$ cat src/rtl/mot_pkg.sv
// ----------------------------------------------------------------------------
// mot_pkg - shared types and constants
// Field widths, scaling constants and the words passed between the
// accumulator and the temperature scaler.
// ----------------------------------------------------------------------------
package mot_pkg;

    localparam int SAMPLE_W = 10;
    localparam int CH_W     = 2;
    localparam int TEMP_W   = 14;
    localparam int SUM_W    = 16;

    localparam logic [SUM_W-1:0] SUM_MAX = '1;

    // temperature = sum * 11000 / (1024 * samples per average)
    localparam int SCALE_NUM_W                 = 14;
    localparam logic [SCALE_NUM_W-1:0] SCALE_NUM = 14'd11000;
    localparam int SCALE_DEN_SHIFT             = 10;

    // scaled sum after the power-of-two part of the divide
    localparam int Q_W         = SUM_W + SCALE_NUM_W - SCALE_DEN_SHIFT;
    // reciprocal precision, exact for Q_W-bit dividends and 8-bit divisors
    localparam int RECIP_SHIFT = Q_W + 8;

    localparam logic KIND_SAMPLE = 1'b0;
    localparam logic KIND_QUERY  = 1'b1;

    typedef struct packed {
        logic [CH_W-1:0]  mux_channel;
        logic             block_done;
        logic [SUM_W-1:0] sum;
    } t_acc_word;

    typedef struct packed {
        logic load_b;
        logic load_c;
    } t_pipe_en;

endpackage

$ cat src/rtl/mot_in_if.sv
// ----------------------------------------------------------------------------
// mot_in_if - input channel
// Sample or query word with valid/ready handshake.
// ----------------------------------------------------------------------------
interface mot_in_if;
    logic                          valid;
    logic                          ready;
    logic                          kind;
    logic [mot_pkg::SAMPLE_W-1:0]  sample;
    logic [mot_pkg::CH_W-1:0]      query_channel;

    modport source (output valid, kind, sample, query_channel, input ready);
    modport sink   (input valid, kind, sample, query_channel, output ready);
endinterface

$ cat src/rtl/mot_out_if.sv
// ----------------------------------------------------------------------------
// mot_out_if - result channel
// Multiplexer channel, block done flag and temperature with valid/ready.
// ----------------------------------------------------------------------------
interface mot_out_if;
    logic                         valid;
    logic                         ready;
    logic [mot_pkg::CH_W-1:0]     mux_channel;
    logic                         block_done;
    logic [mot_pkg::TEMP_W-1:0]   temperature;

    modport source (output valid, mux_channel, block_done, temperature, input ready);
    modport sink   (input valid, mux_channel, block_done, temperature, output ready);
endinterface

$ cat src/rtl/mot_acc.sv
// ----------------------------------------------------------------------------
// mot_acc - oversampling accumulator and per-channel sum table
// Holds the running sum, sample count, round-robin channel and stored sums;
// produces the unscaled result word for each accepted input word.
// ----------------------------------------------------------------------------
module mot_acc #(
    parameter int CHANNELS            = 4,
    parameter int SAMPLES_PER_AVERAGE = 64
) (
    input  logic                          i_clk,
    input  logic                          i_rst_n,
    input  logic                          i_accept,
    input  logic                          i_kind,
    input  logic [mot_pkg::SAMPLE_W-1:0]  i_sample,
    input  logic [mot_pkg::CH_W-1:0]      i_query_channel,
    output mot_pkg::t_acc_word            o_word
);

    localparam int SUM_W    = mot_pkg::SUM_W;
    localparam int CH_W     = mot_pkg::CH_W;
    localparam int CH_IDX_W = (CHANNELS > 1) ? $clog2(CHANNELS) : 1;
    localparam int CNT_W    = $clog2(SAMPLES_PER_AVERAGE + 1);

    logic [SUM_W-1:0]    r_sum;
    logic [CNT_W-1:0]    r_cnt;
    logic [CH_IDX_W-1:0] r_chan;
    logic [SUM_W-1:0]    r_table [CHANNELS];

    logic [SUM_W-1:0]    n_sum;
    logic [CNT_W-1:0]    n_cnt;
    logic [CH_IDX_W-1:0] n_chan;

    logic [SUM_W:0]      sum_ext;
    logic [SUM_W-1:0]    sum_sat;
    logic                last_smp;
    logic [CH_IDX_W-1:0] chan_wrap;
    logic                q_hit;
    logic [SUM_W-1:0]    q_sum;
    logic                is_smp;
    logic                store;
    logic [CH_W-1:0]     chan_now;
    logic [CH_W-1:0]     chan_after;

    always_comb begin
        is_smp    = (i_kind == mot_pkg::KIND_SAMPLE);
        sum_ext   = {1'b0, r_sum} + (SUM_W+1)'(i_sample);
        sum_sat   = sum_ext[SUM_W] ? mot_pkg::SUM_MAX : sum_ext[SUM_W-1:0];
        last_smp  = (r_cnt == CNT_W'(SAMPLES_PER_AVERAGE - 1));
        chan_wrap = (r_chan == CH_IDX_W'(CHANNELS - 1)) ? '0 : r_chan + 1'b1;
        q_hit     = (int'(i_query_channel) < CHANNELS);
        q_sum     = q_hit ? r_table[CH_IDX_W'(i_query_channel)] : '0;
        store     = i_accept && is_smp && last_smp;
        chan_now   = CH_W'(r_chan);
        chan_after = CH_W'(chan_wrap);

        n_sum  = r_sum;
        n_cnt  = r_cnt;
        n_chan = r_chan;
        if (i_accept && is_smp) begin
            if (last_smp) begin
                n_sum  = '0;
                n_cnt  = '0;
                n_chan = chan_wrap;
            end else begin
                n_sum  = sum_sat;
                n_cnt  = r_cnt + 1'b1;
            end
        end

        if (is_smp) begin
            o_word.mux_channel = last_smp ? chan_after : chan_now;
            o_word.block_done  = last_smp;
            o_word.sum         = '0;
        end else begin
            o_word.mux_channel = chan_now;
            o_word.block_done  = 1'b0;
            o_word.sum         = q_sum;
        end
    end

    always_ff @(posedge i_clk) begin
        if (!i_rst_n) begin
            r_sum  <= '0;
            r_cnt  <= '0;
            r_chan <= '0;
            for (int i = 0; i < CHANNELS; i++) begin
                r_table[i] <= '0;
            end
        end else begin
            r_sum  <= n_sum;
            r_cnt  <= n_cnt;
            r_chan <= n_chan;
            for (int i = 0; i < CHANNELS; i++) begin
                if (store && (r_chan == CH_IDX_W'(i))) begin
                    r_table[i] <= sum_sat;
                end
            end
        end
    end

endmodule

$ cat src/rtl/mot_scale.sv
// ----------------------------------------------------------------------------
// mot_scale - two-stage temperature scaler
// Multiplies the stored sum by 11000, drops the 1024 divisor, then divides
// by the block length through a reciprocal multiply.
// ----------------------------------------------------------------------------
module mot_scale #(
    parameter int SAMPLES_PER_AVERAGE = 64
) (
    input  logic                        i_clk,
    input  mot_pkg::t_pipe_en           i_en,
    input  mot_pkg::t_acc_word          i_word,
    output logic [mot_pkg::CH_W-1:0]    o_mux_channel,
    output logic                        o_block_done,
    output logic [mot_pkg::TEMP_W-1:0]  o_temperature
);

    localparam int SUM_W       = mot_pkg::SUM_W;
    localparam int Q_W         = mot_pkg::Q_W;
    localparam int CH_W        = mot_pkg::CH_W;
    localparam int TEMP_W      = mot_pkg::TEMP_W;
    localparam int DEN_SHIFT   = mot_pkg::SCALE_DEN_SHIFT;
    localparam int RECIP_SHIFT = mot_pkg::RECIP_SHIFT;
    localparam int PROD_B_W    = SUM_W + mot_pkg::SCALE_NUM_W;

    // ceil(2^RECIP_SHIFT / samples per average)
    localparam longint unsigned RecipMul =
        ((64'd1 << RECIP_SHIFT) + SAMPLES_PER_AVERAGE - 1) / SAMPLES_PER_AVERAGE;
    localparam int MUL_W    = $clog2(RecipMul + 1);
    localparam int PROD_C_W = Q_W + MUL_W;

    localparam logic [MUL_W-1:0] RECIP = MUL_W'(RecipMul);

    logic [PROD_B_W-1:0] prod_b;
    logic [PROD_C_W-1:0] prod_c;

    logic [Q_W-1:0]      r_q;
    logic [CH_W-1:0]     r_mux_b;
    logic                r_done_b;
    logic [TEMP_W-1:0]   r_temp;
    logic [CH_W-1:0]     r_mux_c;
    logic                r_done_c;

    assign prod_b = PROD_B_W'(i_word.sum) * PROD_B_W'(mot_pkg::SCALE_NUM);
    assign prod_c = PROD_C_W'(r_q) * PROD_C_W'(RECIP);

    always_ff @(posedge i_clk) begin
        if (i_en.load_b) begin
            r_q      <= prod_b[PROD_B_W-1:DEN_SHIFT];
            r_mux_b  <= i_word.mux_channel;
            r_done_b <= i_word.block_done;
        end
        if (i_en.load_c) begin
            r_temp   <= TEMP_W'(prod_c >> RECIP_SHIFT);
            r_mux_c  <= r_mux_b;
            r_done_c <= r_done_b;
        end
    end

    assign o_mux_channel = r_mux_c;
    assign o_block_done  = r_done_c;
    assign o_temperature = r_temp;

endmodule

$ cat src/rtl/multichannel_oversample_thermometer.sv
// ----------------------------------------------------------------------------
// multichannel_oversample_thermometer - round-robin oversampling thermometer
// Accumulates converter samples per channel and answers temperature queries.
// ----------------------------------------------------------------------------
// usage
//   i_in carries one word per handshake: kind 0 is a converter sample, kind 1
//   a temperature query for query_channel. every accepted word yields exactly
//   one word on o_out, in order.
//   a sample word reports the channel the multiplexer should select next and
//   block_done when it closed a block of SAMPLES_PER_AVERAGE samples; its
//   temperature is 0. a query word reports the stored average of the named
//   channel in hundredths of a degree (0 for a channel beyond CHANNELS).
//   three register stages: table read, the x11000 multiply, then the
//   reciprocal multiply for the block length. o_out.valid rises when a word
//   reaches the third stage, after the first two. throughput is one word per
//   cycle unless o_out stalls; the three stages advance as one pipeline with
//   per-stage valid bits, so bubbles are squeezed out.
//   when o_out stalls, the result stays in the output register and earlier
//   stages keep filling until all three hold a word; only then i_in.ready drops.
//   reset (synchronous, active low) clears the running sum, the count, the
//   channel pointer and all stored sums, and empties the pipeline.
// ----------------------------------------------------------------------------
module multichannel_oversample_thermometer #(
    parameter int CHANNELS            = 4,
    parameter int SAMPLES_PER_AVERAGE = 64
) (
    input  logic       i_clk,
    input  logic       i_rst_n,
    mot_in_if.sink     i_in,
    mot_out_if.source  o_out
);

    // stage valid bits: a = table read, b = first multiply, c = result
    logic r_valid_a;
    logic r_valid_b;
    logic r_valid_c;

    logic en_a;
    logic en_b;
    logic en_c;
    logic accept;

    mot_pkg::t_acc_word acc_word;
    mot_pkg::t_acc_word r_word_a;
    mot_pkg::t_pipe_en  pipe_en;

    // a stage moves when it is empty or the stage after it moves
    assign en_c   = !r_valid_c || o_out.ready;
    assign en_b   = !r_valid_b || en_c;
    assign en_a   = !r_valid_a || en_b;
    assign accept = i_in.valid && en_a;

    assign i_in.ready = en_a;

    assign pipe_en.load_b = en_b;
    assign pipe_en.load_c = en_c;

    // state update happens at acceptance, so later words see it at once
    mot_acc #(
        .CHANNELS            (CHANNELS),
        .SAMPLES_PER_AVERAGE (SAMPLES_PER_AVERAGE)
    ) u_acc (
        .i_clk           (i_clk),
        .i_rst_n         (i_rst_n),
        .i_accept        (accept),
        .i_kind          (i_in.kind),
        .i_sample        (i_in.sample),
        .i_query_channel (i_in.query_channel),
        .o_word          (acc_word)
    );

    always_ff @(posedge i_clk) begin
        if (!i_rst_n) begin
            r_valid_a <= 1'b0;
            r_valid_b <= 1'b0;
            r_valid_c <= 1'b0;
        end else begin
            if (en_a) begin
                r_valid_a <= i_in.valid;
            end
            if (en_b) begin
                r_valid_b <= r_valid_a;
            end
            if (en_c) begin
                r_valid_c <= r_valid_b;
            end
        end
    end

    // payload of stage a, no reset needed
    always_ff @(posedge i_clk) begin
        if (en_a) begin
            r_word_a <= acc_word;
        end
    end

    mot_scale #(
        .SAMPLES_PER_AVERAGE (SAMPLES_PER_AVERAGE)
    ) u_scale (
        .i_clk         (i_clk),
        .i_en          (pipe_en),
        .i_word        (r_word_a),
        .o_mux_channel (o_out.mux_channel),
        .o_block_done  (o_out.block_done),
        .o_temperature (o_out.temperature)
    );

    assign o_out.valid = r_valid_c;

endmodule

$ cat src/flat_wrapper.sv
// flat-port wrapper written by rule: the top's interface ports become plain ports
module multichannel_oversample_thermometer_flat 
#(
    parameter int CHANNELS            = 4,
    parameter int SAMPLES_PER_AVERAGE = 64
)
  (i_clk, i_rst_n, i_in_valid, i_in_kind, i_in_sample, i_in_query_channel, i_in_ready, o_out_valid, o_out_mux_channel, o_out_block_done, o_out_temperature, o_out_ready);
  mot_in_if i_in_i ();
  mot_out_if o_out_i ();
  input  logic i_clk;
  input  logic i_rst_n;
  input wire logic [$bits(i_in_i.valid)-1:0] i_in_valid;
  input wire logic [$bits(i_in_i.kind)-1:0] i_in_kind;
  input wire logic [$bits(i_in_i.sample)-1:0] i_in_sample;
  input wire logic [$bits(i_in_i.query_channel)-1:0] i_in_query_channel;
  output wire logic [$bits(i_in_i.ready)-1:0] i_in_ready;
  output wire logic [$bits(o_out_i.valid)-1:0] o_out_valid;
  output wire logic [$bits(o_out_i.mux_channel)-1:0] o_out_mux_channel;
  output wire logic [$bits(o_out_i.block_done)-1:0] o_out_block_done;
  output wire logic [$bits(o_out_i.temperature)-1:0] o_out_temperature;
  input wire logic [$bits(o_out_i.ready)-1:0] o_out_ready;
  assign i_in_i.valid = i_in_valid;
  assign i_in_i.kind = i_in_kind;
  assign i_in_i.sample = i_in_sample;
  assign i_in_i.query_channel = i_in_query_channel;
  assign i_in_ready = i_in_i.ready;
  assign o_out_valid = o_out_i.valid;
  assign o_out_mux_channel = o_out_i.mux_channel;
  assign o_out_block_done = o_out_i.block_done;
  assign o_out_temperature = o_out_i.temperature;
  assign o_out_i.ready = o_out_ready;
  multichannel_oversample_thermometer #(.CHANNELS(CHANNELS), .SAMPLES_PER_AVERAGE(SAMPLES_PER_AVERAGE)) u_core (.i_clk(i_clk), .i_rst_n(i_rst_n), .i_in(i_in_i), .o_out(o_out_i));
endmodule
$ cat config.mk
export PLATFORM = sky130hd
export DESIGN_NAME = multichannel_oversample_thermometer_flat
export DESIGN_NICKNAME = d
export VERILOG_FILES = /design/src/rtl/mot_pkg.sv /design/src/rtl/mot_in_if.sv /design/src/rtl/mot_out_if.sv /design/src/rtl/mot_acc.sv /design/src/rtl/mot_scale.sv /design/src/rtl/multichannel_oversample_thermometer.sv /design/src/flat_wrapper.sv
export SDC_FILE = /design/constraint.sdc
export NUM_CORES = 1
export LEC_CHECK = 0
export BUFFER_PORTS_ARGS = -buffer_cell sky130_fd_sc_hd__buf_2
export CORE_MARGIN = 4
export CORE_UTILIZATION = 40
export CTS_BUF_LIST = sky130_fd_sc_hd__clkbuf_8
export CTS_CLUSTER_SIZE = 28
export DETAILED_ROUTE_END_ITERATION = 6
export SYNTH_ARGS = -nofsm -noshare
export SYNTH_HDL_FRONTEND = slang
export SYNTH_SLANG_ARGS = --single-unit
$ cat constraint.sdc
create_clock -name i_clk -period 7.1 [get_ports i_clk]
set_input_delay 1.42 -clock i_clk [delete_from_list [all_inputs] [get_ports i_clk]]
set_output_delay 1.42 -clock i_clk [all_outputs]
set_load 0.02 [all_outputs]
==> results_dict.tcl <==
set metrics [dict create \
    worst_clock_skew_ps 22.0 \
    wl_um 17800 \
    worstMarginPinSlew_ps 1000 \
    crit_chain "inv_1 -> fa_1 -> inv_1 -> ha_1 -> inv_1 -> fa_1 -> inv_1 -> fa_1 -> fa_1 -> ha_1 -> a21oi_1 -> o21ai_1 -> nor2b_1 -> o41ai_2 -> o211ai_2 -> a211oi_2 -> a221oi_1" \
    syn_avg_cell_area_um2 12.0 \
    portBuffers 35 \
    initial_core_util 0.408 \
    rrSetupSlack_ps 1930 \
    clock-sinks 145 \
    overflow 0 \
    power.density_nw_per_um2 317 \
    reg2reg_depth 17 \
    clockRootBuffer "clkbuf_8" \
    first_pass_iters 4 \
    peakVddDrop_v 0.000193 \
    path_clk_slew_ps 80 \
    core_um2 24300 \
    cts_buffer_depth 2 \
    cts_tree "built" \
    dieHeight_um 165 \
    cts_hold_buf 0 \
    slew_viol_final 0 \
    rsz0062_at_grt "no" \
    max_stage_delay_ps 620 \
    synth_compound_gate_area_share 0.0755 \
    status "finished, final reports clean" \
    antenna_found_initial 0 \
    fillers 2258 \
    setup_viol 0 \
    vias_per_cell 4.85 \
    final_nets 1065 \
    ys_ff_latch 145 \
    min_period_over_period 0.728 \
    netlist_area_um2 9920 \
    cp.arrival_ps 5350 \
    die-area_um2 27400 \
    min_to "u_core.u_scale.o_temperature[2]" \
    startpoint_type "register" \
    synthesis.nets 1026 \
    timing.rr.end "u_core.u_scale.r_q[18]" \
    slew_headroom 0.332 \
    synthSimpleGateAreaFrac 0.111 \
    worst-path-buf-inv 4 \
    wl_per_cell_um 14.8 \
    drt_iter0_drc 215 \
    grt_max_degree 22 \
    postCtsSetupRepairBufs 0 \
    syn2layout_area_growth_pct 9.03 \
    cap_violations 0 \
    worst_setup_path_end_kind "register" \
    worstPathMaxFanout 8 \
    dp_slack_ps 1880 \
    layout_common_cells "inv_1, edfxtp_1, ha_1" \
    synth_edf_count 117 \
    crit_family "adder cells" \
    cts_made_buffers 17 \
    crit_required_ps 7290 \
    drive_above_1_share 0.131 \
    cts.htree.levels 4 \
    synthFlopType "edfxtp_1" \
    cp_slowest_cell "edfxtp_1" \
    io_pins 36 \
    grt_pass1_vias 6183 \
    antenna_left 0 \
    syn_inst 827 \
    synth-xor-area-share 0.0203 \
    hpwl_um 13800 \
    vias 5834 \
    fin_crit_ps 5170 \
    criticalPathCategory "reg2reg" \
    synthArstFlopShare 0 \
    leakage_nw 4.80 \
    grt_usage 0.141 \
    rows 57 \
    timing.rr.start "u_core.r_word_a[13]" \
    fp.dieW_um 165 \
    synth_cell_types 70 \
    grt_pass1_wl_um 30400 \
    diodes 0 \
    synth-seq-area-share 0.411 \
    drc 0 \
    hold_slack_ps 421 \
    synthMuxAreaShare 0.0424 \
    min_path_cells 0 \
    cts_resized 0 \
    hold_violations 0 \
    final_common_cell "inv_1" \
    worstHoldStart "u_core.u_scale.r_q[8]" \
    power_w 0.00342 \
    synth_fa_ha_area_frac 0.288 \
    gp_congestion 0.811 \
    synth_top_family_by_area "adder cells" \
    fmax_ghz 0.194 \
    setup_tns_ps 0 \
    ys_warn_count 0 \
    fin_ws_ps 1930 \
    min_path_type "reg2reg" \
    clock_latency_ps 450 \
]
==> Yosys cell counts, types with 3 or more instances <==
master / number / area (um2)
xor2_1: 12 / 105
nand4_1: 4 / 25.0
o21ai_0: 9 / 45.0
and3_1: 9 / 56.3
xnor2_1: 11 / 96.3
nand3_1: 10 / 50.1
edfxtp_1: 117 / 3510
and4_1: 3 / 26.3
nor2_2: 9 / 56.3
inv_1: 117 / 439
nand2_1: 37 / 139
mux2i_1: 6 / 60.1
nor2_1: 84 / 315
a21oi_1: 23 / 115
nand2_4: 4 / 45.0
a21o_1: 9 / 67.6
dfxtp_1: 28 / 561
nand2b_1: 4 / 25.0
and2_1: 19 / 119
o21ai_1: 19 / 95.1
o21bai_1: 4 / 30.0
nor3_1: 8 / 40.0
a211oi_1: 4 / 30.0
fa_1: 77 / 1540
clkbuf_1: 6 / 22.5
o21a_1: 6 / 45.0
nor2b_1: 12 / 75.1
buf_2: 10 / 50.1
mux4_2: 16 / 360
ha_1: 105 / 1310
==> worst reg2reg max path, cell delays in order (launching register included) <==
cell and delay (ps):
edfxtp_1 620, inv_1 180, fa_1 560, inv_1 40, ha_1 260, inv_1 50, fa_1 470, inv_1 50
fa_1 500, fa_1 490, ha_1 380, a21oi_1 210, o21ai_1 100, nor2b_1 160, o41ai_2 360, o211ai_2 190
a211oi_2 240, a221oi_1 70
==> per-stage QoR <==
| stage | instances | utilization | area (um2) |
|---|---|---|---|
| 3_3_place_gp | 1171 | 0.429 | 10400 |
| 3_5_place_dp | 1171 | 0.429 | 10400 |
| 4_1_cts | 1203 | 0.445 | 10800 |
| 2_1_floorplan | 827 | - | 9920 |
| 5_1_grt | 1203 | 0.445 | 10800 |
| 6_report | 1203 | 0.445 | 10800 |
==> logic make-up after synthesis <==
family | after synthesis
buffers and inverters | 134
XOR/XNOR | 23
multiplexers | 22
AND/OR/NAND/NOR | 219
adder cells (fa/ha/maj) | 182
flip-flops | 145
AO/OA/AOI/OAI | 102
==> worst max-delay path by stage <==
| stage | startpoint | endpoint | slack, ps | cells after the start |
|---|---|---|---|---|
| after floorplan | u_core.r_word_a[1] | u_core.u_scale.r_q[18] | 2130 | 15 |
| after global placement | u_core.r_word_a[1] | u_core.u_scale.r_q[18] | 1940 | 15 |
| after detailed placement | u_core.r_word_a[1] | u_core.u_scale.r_q[18] | 1880 | 15 |
| after CTS | u_core.r_word_a[1] | u_core.u_scale.r_q[18] | 1900 | 15 |
| after global routing | u_core.r_word_a[13] | u_core.u_scale.r_q[18] | 1600 | 17 |
| final | u_core.r_word_a[13] | u_core.u_scale.r_q[18] | 1930 | 17 |
==> report_power, final <==
group | switching [W] | internal (W) | total (W)
sequential | 0.0000451 | 0.00109 | 0.00114
combinational | 0.000968 | 0.000688 | 0.00166
clock | 0.000339 | 0.000292 | 0.000631
total | 0.00135 | 0.00207 | 0.00342
==> registers in the layout (all words and copies together), names as in the netlist <==
name / count
u_core.o_out.valid: 1
u_core.r_valid_a: 1
u_core.r_valid_b: 1
u_core.r_word_a: 19
u_core.u_acc.chan_now: 2
u_core.u_acc.r_cnt: 7
u_core.u_acc.r_sum: 16
u_core.u_acc.r_table: 64
u_core.u_scale.o_block_done: 1
u_core.u_scale.o_mux_channel: 2
u_core.u_scale.o_temperature: 14
u_core.u_scale.r_done_b: 1
u_core.u_scale.r_mux_b: 2
u_core.u_scale.r_q: 14
==> area by class of cell <==
class                      count  area, um2  area share
clock buffer                  18        248      0.0229
clock inverter                14        133      0.0123
inverter                     118        443      0.0410
multi-input combinational    548       5330       0.493
sequential                   145       4070       0.377
tap                          324        405      0.0375
timing repair buffer          36        183      0.0169
==> metal layers <==
layer	part of all wire	global-route usage	vias up	wire [um]
met5	0	0	-	0
met4	0.013	0.0401	0	227
met3	0.024	0.0233	16	431
met2	0.51	0.248	60	9140
met1	0.45	0.179	2836	7990
li1	-	-	2922	-
No activity file was read; power rests on OpenSTA's default activity.
